**src/rtl/gbs_ram.sv**
```systemverilog
// Generic single-write, single-read RAM with registered read data
`timescale 1ns / 1ps

module gbs_ram #(
  parameter int WIDTH = 8,
  parameter int DEPTH = 16,
  parameter int AW    = (DEPTH > 1) ? $clog2(DEPTH) : 1
) (
  input  logic             clk_i,
  input  logic             we_i,
  input  logic [AW-1:0]    waddr_i,
  input  logic [WIDTH-1:0] wdata_i,
  input  logic             re_i,
  input  logic [AW-1:0]    raddr_i,
  output logic [WIDTH-1:0] rdata_o
);

  logic [WIDTH-1:0] mem_q [DEPTH];
  logic [WIDTH-1:0] rdata_q;

  always_ff @(posedge clk_i) begin
    if (we_i) begin
      mem_q[waddr_i] <= wdata_i;
    end
    if (re_i) begin
      rdata_q <= mem_q[raddr_i];
    end
  end

  assign rdata_o = rdata_q;

endmodule

```
**config.mk**
```make
export PLATFORM = sky130hd
export DESIGN_NAME = gbs_ram
export DESIGN_NICKNAME = d
export VERILOG_FILES = /design/src/rtl/gbs_ram.sv
export SDC_FILE = /design/constraint.sdc
export NUM_CORES = 1
export LEC_CHECK = 0
export ABC_CLOCK_PERIOD_IN_PS = 4600
export BUFFER_PORTS_ARGS = -buffer_cell sky130_fd_sc_hd__buf_2
export CAP_MARGIN = 15
export CORE_MARGIN = 1.5
export CORE_UTILIZATION = 25
export CTS_CLUSTER_DIAMETER = 200
export DETAILED_ROUTE_END_ITERATION = 12
export GPL_ROUTABILITY_DRIVEN = 0
export GPL_TIMING_DRIVEN = 0
export PLACE_DENSITY = 0.42
export SYNTH_ARGS = -nofsm -noshare
export SYNTH_HDL_FRONTEND = slang
export SYNTH_SLANG_ARGS = --single-unit
```
**constraint.sdc**
```tcl
create_clock -name clk_i -period 4.6 [get_ports clk_i]
set_input_delay 0.92 -clock clk_i [delete_from_list [all_inputs] [get_ports clk_i]]
set_output_delay 0.92 -clock clk_i [all_outputs]
set_load 0.02 [all_outputs]
```
# --- After elaboration in Yosys (flattened, before gate mapping) ---
# Memories as Yosys holds them, arrays and structs flattened. A register that Yosys moved wholly into a read port is not among the register bits.
# Index checks and enable logic that the tools add are counted.
# Widths: inputs -> output; s select.
op_classes:
  mux: 2
ops:
  columns: ["operator", "n"]
  rows:
  - ["$mux 1", 2]
word_totals:
  regBits: 0
  mem_bits_rw: 128
  input_bits: 19
  wordCells: 3
  memories: 1
  out_inout_bits: 8
mem_list:
  columns: ["memory", "words", "word_bits", "rd", "rd_ports_with_merged_regs", "write_ports", "line_no", "text"]
  rows:
  - ["mem_q", 16, 8, 1, 1, 1, "18", "logic [WIDTH-1:0] mem_q [DEPTH];"]

# --- Depth between registers and ports, before layout ---
depth:
  word_depth: 2
  depth_mapped: 5
  depth_no_buf: 3

# --- Least setup slack after synthesis ---
# Ideal clock, no wire load.
synth_path:
  path_type: "input-to-reg"
  start: "in waddr_i[2]"
  end: "mem mem_q[0][0], enable pin"
  setup_slack_ns: 2.187
  arrival_ns: 2.030
  setup_ns: 0.383
  n_path_buf: 0
  required_time_ns: 4.217
  stages: 2
  path_cell_list: "or3b_2 > nor3_1"
synth_lines:
  columns: ["element", "line_no", "text"]
  rows:
  - ["start, declared", "11", "input logic [AW-1:0] waddr_i,"]
  - ["end, declared", "18", null]
# No word-level cell before the write port.

# --- Worst setup path after layout ---
layout_path:
  start: "in waddr_i[2]"
  end: "mem mem_q[0][2], enable pin"
# No word-level cell before the write port.

==> metrics.yaml <==
netlist_instances: 229
yosys.area.top_type: "edfxtp_1"
ir_drop_mv: 0.3216
cts_tree: "yes"
path_class: "in2reg"
clk_path_buf_depth: 2
r2r_setup_slack_ns: 2.89
viasPerCell: 4.353
hp-class: "reg2reg"
grt_pass1_wl_um: 16280
cp.arrival_ns: 2.38
clkTransAtPathRegs_ns: 0.05
drt_iter0_markers: 176
cts_made_buffers: 17
portBuffers: 25
die_w_um: 147.6
hold_end: "rdata_o[2]"
cp_slowest_cell: "nor3_1"
ys_seq_elements: 136
setup_tns_ns: 0
rr_endpoint: "rdata_o[1]"
clk_latency_ns: 0.41
critical_path_required_ns: 4.72
maxSlewViolCount: 0
period_needed_ns: 2.265
drive_gt1_share_pct: 27.72
path_cells: "buf_2 -> or3b_2 -> nor3_1 -> buf_4"
outcome: "finished clean"
ctsResizeCount: 0
synth_cell_types: 18
final_area_mm2: 0.006216
vias: 2416
coreArea_mm2: 0.02036
crit_start: "waddr_i[2]"
setup_viol: 0
synth_top_area_share_pct: 78.12
start_util_pct: 25.67
routed_wl_um: 11270
swShare_pct: 20.22
die_area_mm2: 0.02179
layout_commonest_cell: "edfxtp_1"
dp_hpwl_um: 7292
rows: 52
netlist_area_mm2: 0.005228
placed_area_mm2: 0.005715
fin_crit_sh_pct: 49.24
cap_violations: 0
first_global_vias: 2444
cp_top_family: "simple AND/OR/NAND/NOR gates"
first_pass_iters: 4
grt_max_degree: 17
skew_ns: 0.005762
io_pins: 27
rsz0062_at_grt: "false"
n_antenna_cell: 0
holdBufCountCts: 0
p_int_w: 0.002175
die_y_um: 147.6
critPathCaptureType: "flop"
critPathBufInv: 2
power_density_mw_per_mm2: 438.6
hold_viol: 0
synthTopCellsByArea: "edfxtp_1 78%, mux4_2 7.8%, mux4_1 7.0%"
grt.overflow.total: 0
yosysSeqAreaShare_pct: 78.12
r2r_cells: 3
min_path_cells: 3
crit_path_start_kind: "input pin"
r2r-start: "mem_q[1][1]"
pwr-share-seq_pct: 51.5
cp_max_fo: 5
root_buffer: "clkbuf_16"
syn-num-nets: 248
syn_to_final_growth_pct: 18.91
synth_area_per_cell_um2: 22.83
p_sw_w: 0.0005511
grt_use_total_pct: 11.02
dp.cells: 526
clock-sinks: 136
min_from: "mem_q[14][2]"
final_cell_mix: "136 x edfxtp_1, 28 x buf_2, 18 x mux4_2"
fin_cells: 555
postRouteAntennaNets: 0
antenna_found_initial: 0
fmax_mhz: 441.5
yosysWarnings: 0
drc_errors: 0
slew_headroom_pct: 40.44
p_leak_nw: 2.013
pwr-share-clk_pct: 43.2
p_comb_share_pct: 5.3
cp_slowest_stage_delay_ns: 0.55
nets: 294
wl_per_cell_um: 20.30
htreeDepth: 4
worstMarginPinSlew_ns: 0.8901
postCtsSetupBuffers: 0
## through the flow
step           hold slack (ns)  util (%)  power [W]  setup slack [ns]
2_1_floorplan           0.7048         -   0.001506             2.187
3_3_place_gp            0.7495     27.94   0.001573             1.563
3_5_place_dp            0.7576     28.07   0.001577             1.866
4_1_cts                 0.7702     30.52   0.002756             2.307
5_1_grt                 0.7892     30.52   0.002816             2.278
6_report                0.7625     30.52   0.002726             2.335
## worst max-delay path by stage
| stage | slack, ns | cells past startpoint | endpoint |
|---|---|---|---|
| after detailed placement | 1.87 | 4 | mem_q[0][3] |
| after global routing | 2.28 | 4 | mem_q[0][2] |
| final | 2.33 | 4 | mem_q[0][2] |
| after CTS | 2.31 | 4 | mem_q[0][2] |
| after global placement | 1.56 | 3 | mem_q[0][1] |
| after floorplan | 2.19 | 2 | mem_q[0][0] |
## routing by layer
metal | vias up | global-route usage, % | wire length (µm)
met5 | - | 0 | 0
met4 | 0 | 3.450 | 126
met3 | 8 | 3.549 | 517
met2 | 54 | 16.36 | 5268
met1 | 1281 | 15.33 | 5352
li1 | 1073 | - | -
## registers in the layout (all words and copies together), names as in the netlist
name,flops
mem_q,128
rdata_o,8
## Yosys cell counts (all sizes together)
library cell,count
edfxtp,136
mux4,32
a22oi,16
nor2,13
nand2,9
buf,7
nor3,4
clkdlybuf4s25,3
nand2b,2
nand3b,2
and2,1
and2b,1
nand3,1
nor2b,1
or3b,1
## logic make-up (layout without fill, tap and decap cells)
family                 Yosys count  count (layout)  synth area share [%]
AOI/OAI and AO/OA               16              16                 2.298
buffers and inverters           10              66                 1.651
DFF                            136             136                 78.12
muxes                           32              32                 14.79
and+or+nand+nor                 35              35                 3.136
## area by class of cell
class	count	area [µm²]
clock inverter	7	56.30
multi-input combinational	83	1067
timing repair buffer	27	140.1
sequential	136	4084
fill	1963	14150
buffer	10	86.33
clock buffer	22	444.2
tap	270	337.8
## worst min-delay path, stage by stage, from the launching register on
cell and delay [ns]:
edfxtp_1 0.31, mux4_2 0.24, a22oi_1 0.06, nand2_1 0.06
## power groups by stage
| stage | logic, W | registers, W | clock network [W] |
|---|---|---|---|
| 2_1_floorplan | 0.0000705 | 0.00144 | 0 |
| 3_3_place_gp | 0.000146 | 0.00143 | 0 |
| 3_5_place_dp | 0.000149 | 0.00143 | 0 |
| 4_1_cts | 0.000149 | 0.00140 | 0.00120 |
| 5_1_grt | 0.000156 | 0.00140 | 0.00126 |
| 6_report | 0.000145 | 0.00140 | 0.00118 |
(Power assumes the default switching activity.)
