## src/rtl/gbs_pkg.sv

```systemverilog
// Package: widths, register map and types of the box suppression block
`timescale 1ns / 1ps

package gbs_pkg;

  localparam int MAX_KEPT  = 64;
  localparam int COORD_W   = 15;
  localparam int EDGE_W    = COORD_W + 1;
  localparam int LABEL_W   = 8;
  localparam int AREA_W    = 2 * COORD_W;
  localparam int INTER_W   = 2 * EDGE_W;
  localparam int THR_W     = 16;
  localparam int PROD_W    = THR_W + INTER_W;
  localparam int TOTAL_W   = 7;
  localparam int CNT_W     = ($clog2(MAX_KEPT + 1) > TOTAL_W) ? $clog2(MAX_KEPT + 1) : TOTAL_W;
  localparam int IDX_W     = (MAX_KEPT > 1) ? $clog2(MAX_KEPT) : 1;

  localparam int APB_AW    = 3;
  localparam int APB_DW    = 32;
  localparam int REG_SEL_BIT = 2;

  localparam logic REG_THR = 1'b0;
  localparam logic REG_AGN = 1'b1;

  localparam logic [THR_W-1:0] THR_RESET = 16'd29491;

  typedef struct packed {
    logic [LABEL_W-1:0] label;
    logic [COORD_W-1:0] height;
    logic [COORD_W-1:0] width;
    logic [COORD_W-1:0] top;
    logic [COORD_W-1:0] left;
  } gbs_box_t;

  typedef struct packed {
    logic [LABEL_W-1:0] label;
    logic [AREA_W-1:0]  area;
    logic [COORD_W-1:0] height;
    logic [COORD_W-1:0] width;
    logic [COORD_W-1:0] top;
    logic [COORD_W-1:0] left;
  } gbs_entry_t;

  typedef struct packed {
    logic hit;
    logic busy;
  } gbs_iou_status_t;

endpackage

```

## src/rtl/gbs_iou_unit.sv

```systemverilog
// Pipelined overlap unit: intersection, union and threshold compare per kept box
`timescale 1ns / 1ps

module gbs_iou_unit (
  input  logic                           clk_i,
  input  logic                           rst_ni,
  input  logic                           vld_i,
  input  gbs_pkg::gbs_entry_t            entry_i,
  input  gbs_pkg::gbs_box_t              box_i,
  input  logic [gbs_pkg::AREA_W-1:0]     area_i,
  input  logic [gbs_pkg::THR_W-1:0]      thr_i,
  input  logic                           agnostic_i,
  output gbs_pkg::gbs_iou_status_t       status_o
);
  import gbs_pkg::*;

  logic [EDGE_W-1:0]  bx0, bx1, kx0, kx1, by0, by1, ky0, ky1;
  logic [EDGE_W-1:0]  lo_x, hi_x, lo_y, hi_y;
  logic [EDGE_W-1:0]  iw_d, ih_d;
  logic               match;

  logic               a_vld_q, b_vld_q, c_vld_q, d_vld_q;
  logic [EDGE_W-1:0]  a_iw_q, a_ih_q;
  logic [AREA_W-1:0]  a_karea_q, b_karea_q;
  logic [INTER_W-1:0] inter_d, b_inter_q, c_inter_q;
  logic [INTER_W-1:0] union_d, c_union_q;
  logic [PROD_W-1:0]  prod_d, d_prod_q, d_lhs_q;

  always_comb begin
    bx0  = {1'b0, box_i.left};
    bx1  = {1'b0, box_i.left} + {1'b0, box_i.width};
    kx0  = {1'b0, entry_i.left};
    kx1  = {1'b0, entry_i.left} + {1'b0, entry_i.width};
    by0  = {1'b0, box_i.top};
    by1  = {1'b0, box_i.top} + {1'b0, box_i.height};
    ky0  = {1'b0, entry_i.top};
    ky1  = {1'b0, entry_i.top} + {1'b0, entry_i.height};
    lo_x = (bx0 > kx0) ? bx0 : kx0;
    hi_x = (bx1 < kx1) ? bx1 : kx1;
    lo_y = (by0 > ky0) ? by0 : ky0;
    hi_y = (by1 < ky1) ? by1 : ky1;
    iw_d = (hi_x > lo_x) ? hi_x - lo_x : '0;
    ih_d = (hi_y > lo_y) ? hi_y - lo_y : '0;
    match = agnostic_i || (entry_i.label == box_i.label);
  end

  assign inter_d = a_iw_q * a_ih_q;
  assign union_d = INTER_W'(area_i) + INTER_W'(b_karea_q) - b_inter_q;
  assign prod_d  = thr_i * c_union_q;

  always_ff @(posedge clk_i or negedge rst_ni) begin
    if (!rst_ni) begin
      a_vld_q <= 1'b0;
      b_vld_q <= 1'b0;
      c_vld_q <= 1'b0;
      d_vld_q <= 1'b0;
    end else begin
      a_vld_q <= vld_i && match;
      b_vld_q <= a_vld_q;
      c_vld_q <= b_vld_q;
      d_vld_q <= c_vld_q;
    end
  end

  always_ff @(posedge clk_i) begin
    a_iw_q    <= iw_d;
    a_ih_q    <= ih_d;
    a_karea_q <= entry_i.area;
    b_inter_q <= inter_d;
    b_karea_q <= a_karea_q;
    c_union_q <= union_d;
    c_inter_q <= b_inter_q;
    d_prod_q  <= prod_d;
    d_lhs_q   <= {c_inter_q, {THR_W{1'b0}}};
  end

  assign status_o.hit  = d_vld_q && (d_lhs_q > d_prod_q);
  assign status_o.busy = a_vld_q || b_vld_q || c_vld_q || d_vld_q;

endmodule

```

## config.mk

```make
export PLATFORM = sky130hd
export DESIGN_NAME = gbs_iou_unit
export DESIGN_NICKNAME = d
export VERILOG_FILES = /design/src/rtl/gbs_pkg.sv /design/src/rtl/gbs_iou_unit.sv
export SDC_FILE = /design/constraint.sdc
export NUM_CORES = 2
export LEC_CHECK = 0
export ABC_AREA = 1
export BUFFER_PORTS_ARGS = -buffer_cell sky130_fd_sc_hd__buf_2
export CORE_ASPECT_RATIO = 1.4
export CORE_UTILIZATION = 65
export DETAILED_ROUTE_END_ITERATION = 12
export PLACE_DENSITY = 0.84
export RECOVER_POWER = 25
export SLEW_MARGIN = 5
export SYNTH_ARGS = -nofsm -noshare
export SYNTH_HDL_FRONTEND = slang
export SYNTH_SLANG_ARGS = --single-unit
```

## constraint.sdc

```tcl
create_clock -name clk_i -period 7.25 [get_ports clk_i]
set_input_delay 1.0875 -clock clk_i [delete_from_list [all_inputs] [get_ports clk_i]]
set_output_delay 1.0875 -clock clk_i [all_outputs]
set_load 0.03 [all_outputs]
```

Yosys cells after proc, flatten, opt, wreduce, memory -nomap -nowiden
Cells that the tools add are included.
{ "totals": {"ff_bits": 272, "word_cells": 41} }
{ "classes": {"n_reduce_logical": 6, "eq_ne": 1, "addsub": 8, "n_mul": 2, "n_mux": 4, "order_cmp": 7} }
{ "op_table": {"columns": ["cell", "count"], "rows": [
  ["$add A15 B15 Y16", 4],
  ["$gt A48 B48 Y1", 1],
  ["$mul A16 B32 Y48", 1],
  ["$gt A16 B15 Y1", 2],
  ["$lt A16 B16 Y1", 2],
  ["$mul A16 B16 Y32", 1],
  ["$mux W16", 2],
  ["$sub A16 B15 Y16", 2],
  ["$sub A31 B32 Y32", 1],
  ["$add A30 B30 Y31", 1],
  ["$gt A15 B15 Y1", 2],
  ["$mux W15", 2],
  ["$eq A8 B8 Y1", 1],
  ["$logic_or A1 B1 Y1", 4],
  ["$logic_and A1 B1 Y1", 2]
]} }

Logic depth before layout (Yosys ltp)
{ "depth": {"word_depth": 4, "ltp_mapped": 37, "mapped_depth_nobuf": 36} }

Worst setup path after synthesis
Ideal clock, no wire load.
{ "synth_path": {"path_type": "input to register", "startpoint": "in thr_i[1] (netlist bit)", "endpoint": "reg d_prod_q[21]", "t_required_ns": 7.138, "slack_ns": 1.378, "path_buffers": 1, "setup_time_ns": 0.112, "cell_stages": 21, "t_arrival_ns": 5.760, "cell_sequence": "clkbuf_1 > nand2_1 > fa_1 > fa_1 > fa_1 > fa_1 > inv_1 > fa_1 > inv_1 > fa_1 > inv_1 > ha_1 > nand2_1 > o21ai_0 > inv_1 > nand2_2 > inv_2 > o21ai_4 > nand2_1 > nand3_1 > nand2_1"} }
{ "synth_via": {"elab_chain_len": 1} }
{ "synth_lines": {"columns": ["element", "line", "text"], "rows": [
  ["from (decl)", "gbs_iou_unit.sv:11", "input logic [gbs_pkg::THR_W-1:0] thr_i,"],
  ["$mul A16 B32 Y48", "gbs_iou_unit.sv:49", "assign prod_d = thr_i * c_union_q;"],
  ["named net prod_d[21]", "gbs_iou_unit.sv:27", "logic [PROD_W-1:0] prod_d, d_prod_q, d_lhs_q;"],
  ["to (signal assigned)", "gbs_iou_unit.sv:73", "d_prod_q <= prod_d;"],
  ["to (decl)", "gbs_iou_unit.sv:27", null]
]} }
The timed path passes the listed nets, and every way through them passes these cells.
A chain may end at the register's enable or synchronous reset.

Worst setup path in the final report
{ "layout_path": {"startpoint": "in thr_i[1] (netlist bit)", "endpoint": "reg d_prod_q[39]"} }
Same word-level chain as after synthesis.

==> results list <==
* CTS tree: built
* Number of primary I/O pins: ~220
* Total via count after detailed routing: 36400
* Path depth of the worst reg2reg path: 19
* Area growth from synthesis to final layout: 6.54%
* Most common library cell in the layout ignoring fill and taps: nand2_1
* Total number of H-tree levels: 1
- The endpoint identified for the worst register-to-register timing path is d_prod_q[39]$_DFF_P_.
- In the synthesized netlist the dominant register cell turns out to be dfxtp_1.
- The flow ran to the end, and the final reports show no timing, DRC or antenna violations.
* Count of distinct cell types in the synthesized netlist: 52
* End-of-flow core utilization: 70.4%
- After clock tree synthesis, the flow added hold-fix buffers numbering 0.
- Global routing consumed, on the met3 layer, between 4 and 5% of the routing resources.
* Final Hold Viols: 0
- Async set or reset register ratio after synthesis: 1.47%
- The clock period could shrink to 6.87 ns.
* Mean area per synthesized cell: 7.50 µm²
* Detailed-placement wirelength estimate: 101000 µm
- Die height: 305 µm
- # setup viols final: 0
- Number of max-capacitance violations reported: 0
- Yosys warning count: 0
* Sequential area share after synthesis: 12.8%
- After global routing, the most crowded layer is met2.
- Layout net count: 7087
* Number of detailed-routing iterations run before antenna repair: 8
* Post-detailed-route DRC marker count: 0
- The worst setup path is launched from an input pin.
- At the pin with the least slew margin, the transition time is around 1 ns.
- Pin count of the biggest net entering global routing: 33
- GRT met2 Usage: 69.7%
- The most critical setup path has its endpoint at d_prod_q[39]$_DFF_P_.
- Sum of overflow across all layers after global routing: 0
- Path type of the worst min-delay path: register to register
- In this run the critical register-to-register path is launched from c_union_q[16]$_DFF_P_.
- Final worst path period share: 94.7%
- Counting flops and latches in the post-synthesis netlist gives roughly 270.
- Mapped Cells: 5685
- In the layout the commonest cells are 1478 x nand2_1, 1439 x inv_1, 648 x fa_1.
- Number of antenna violations at the first check in global routing: 1
- STA puts the critical path data arrival time at 7.33 ns.
- The count of pins over their slew limit was 0.
- Routability-driven placement finished with a final weighted congestion of between 1 and 1.5.
* Overall Global Routing Usage: 36.7%
- The initial utilization of the core area, before any placement, comes to 66.0%.
- Worst setup skew after layout: 0.0182 ns
* Setup repair after global routing missed its margin: false
* Synthesized area: 42600 µm²
- Routed WL per cell: 17.8 µm
* # resized after CTS: 0
- Based on the critical path, the design can be clocked at up to around 0.15 GHz.
- For met1 alone, demand over resource in global routing was 36.6%.
* Maximum clock path buffer count: 3
- Number of buffers inserted during clock tree synthesis: 28
- The die covers 66600 µm².
- Clock latency reported for the late side of the worst-skew pair: ~0.58 ns
- The tree is rooted in a clkbuf_16.
* Area of the core region: 64500 µm²
- Headroom to the max-slew limit came out at 32.9%.
- Postcts setup bufs: 0
* Antenna violation net count after detailed routing: 0
- For this block, the routed nets add up to 119000 µm of wire.
- Buffers placed on the I/O ports in this run total 217.
- At the worst endpoint, the required time is 7.72 ns.
- Synthesized netlist net count: 6987
- Clock-pin slew was measured on the worst setup and hold paths at 0.08 ns.
- The worst setup path is captured at a register.
- In this run the register-to-register setup slack is 0.54 ns.
- Clk sinks: 272
- Iter 0 DRT Violations: 2238
- Of all nets on the critical path, the largest fanout is 18.
- Yosys mapped a number of flops with a built-in enable equal to 0.
* Crit Path Category: input pin to register
* Share of layout cells above drive strength 1: 6.66%
* Cell depth of the worst min-delay path: 0
- The first global-routing pass estimated between 150000 and 200000 µm of wire.
- The number of global-route vias before repair is 39000.
- The floorplan has 110 rows.
* Routed vias/inst: ~5.5
- The die is 218 µm wide.
- Tracing the worst setup path back leads to its startpoint at thr_i[1].
-- flip-flops by register name (all words and copies together), names as in the netlist --
name	cells
c_union_q	32
b_inter_q	32
c_inter_q	32
a_iw_q	16
a_ih_q	16
a_vld_q	1
a_karea_q	30
c_vld_q	1
b_karea_q	30
d_vld_q	1
d_lhs_q	32
d_prod_q	48
b_vld_q	1
-- through the flow --
stage	instance area [µm²]	hold slack, ns	setup slack [ns]	cells	setup TNS (ns)
after floorplan	42600	0.310	1.38	5685	0
after global placement	44300	0.310	0.0261	6595	0
after detailed placement	44300	0.312	-0.0110	6595	-0.0110
after CTS	45400	0.292	0.576	6647	0
after global routing	45400	0.326	0.333	6648	0
final	45400	0.323	0.385	6648	0
-- area by class of cell --
cell class                      instances  area [µm²]
Fill cell                            5305       19100
Timing Repair Buffer                  261        1420
Sequential cell                       272        5470
Clock buffer                           31         753
Antenna cell                            1        2.50
Multi-Input combinational cell       3780       31000
Inverter                             1442        5410
Clock inverter                         21         325
Tap cell                              840        1050
-- layer usage --
| metal | vias up | share of wire [%] |
|---|---|---|
| met5 | - | 0 |
| met4 | 0 | 7.6 |
| met2 | 1365 | 54 |
| li1 | 17100 | - |
| met3 | 505 | 5.5 |
| met1 | 17400 | 33 |
-- kinds of logic (layout without fill, tap and decap cells) --
group	Yosys count	after routing	synth area share [%]
compound gates	552	552	7.38
xor+xnor	152	152	3.12
fa+ha+maj	1086	1086	43.3
buf+inv	1633	1755	14.5
flops	272	272	12.8
other cells	0	1	0
simple gates	1990	1990	18.9
-- cell usage after synthesis, types with 10 or more instances --
master	count	area, µm²
a21oi_1	256	1280
nor2_1	226	848
o21bai_1	26	195
xor2_1	112	981
fa_1	648	13000
nor4_1	10	62.6
nand3_1	133	666
nand4_1	52	325
a21o_1	19	143
nand2_2	17	106
a21oi_2	15	131
a21boi_0	21	158
o21ai_0	159	796
a21boi_2	10	113
nand2_1	1478	5550
inv_1	1439	5400
clkbuf_1	183	687
dfxtp_1	268	5370
nor3_1	37	185
xnor2_1	40	350
o21ai_1	13	65.1
ha_1	438	5480
-- critical path, cell delays in order --
cell	delay [ns]
buf_2	0.40
buf_4	0.23
nand2_1	0.07
fa_1	0.54
fa_1	0.52
fa_1	0.52
inv_1	0.05
fa_1	0.53
fa_1	0.51
inv_1	0.05
fa_1	0.47
inv_1	0.04
ha_1	0.38
nand2_1	0.14
nor2_1	0.30
nand2_1	0.26
nor3_1	0.55
nand3_1	0.38
nand4_1	0.20
nand2_1	0.06
-- worst min path at each step --
stage / endpoint / startpoint / slack, ns
5_1_grt: d_lhs_q[30]$_DFF_P_ / c_inter_q[14]$_DFF_P_ / 0.33
3_3_place_gp: b_karea_q[27]$_DFF_P_ / a_karea_q[27]$_DFF_P_ / 0.31
2_1_floorplan: b_karea_q[0]$_DFF_P_ / a_karea_q[0]$_DFF_P_ / 0.31
3_5_place_dp: b_karea_q[21]$_DFF_P_ / a_karea_q[21]$_DFF_P_ / 0.31
6_report: b_karea_q[29]$_DFF_P_ / a_karea_q[29]$_DFF_P_ / 0.32
4_1_cts: b_vld_q$_DFF_PN0_ / rst_ni / 0.29
Power is not shown: default switching activity piles up to over one toggle a cycle in this logic, so the estimate is an artifact.
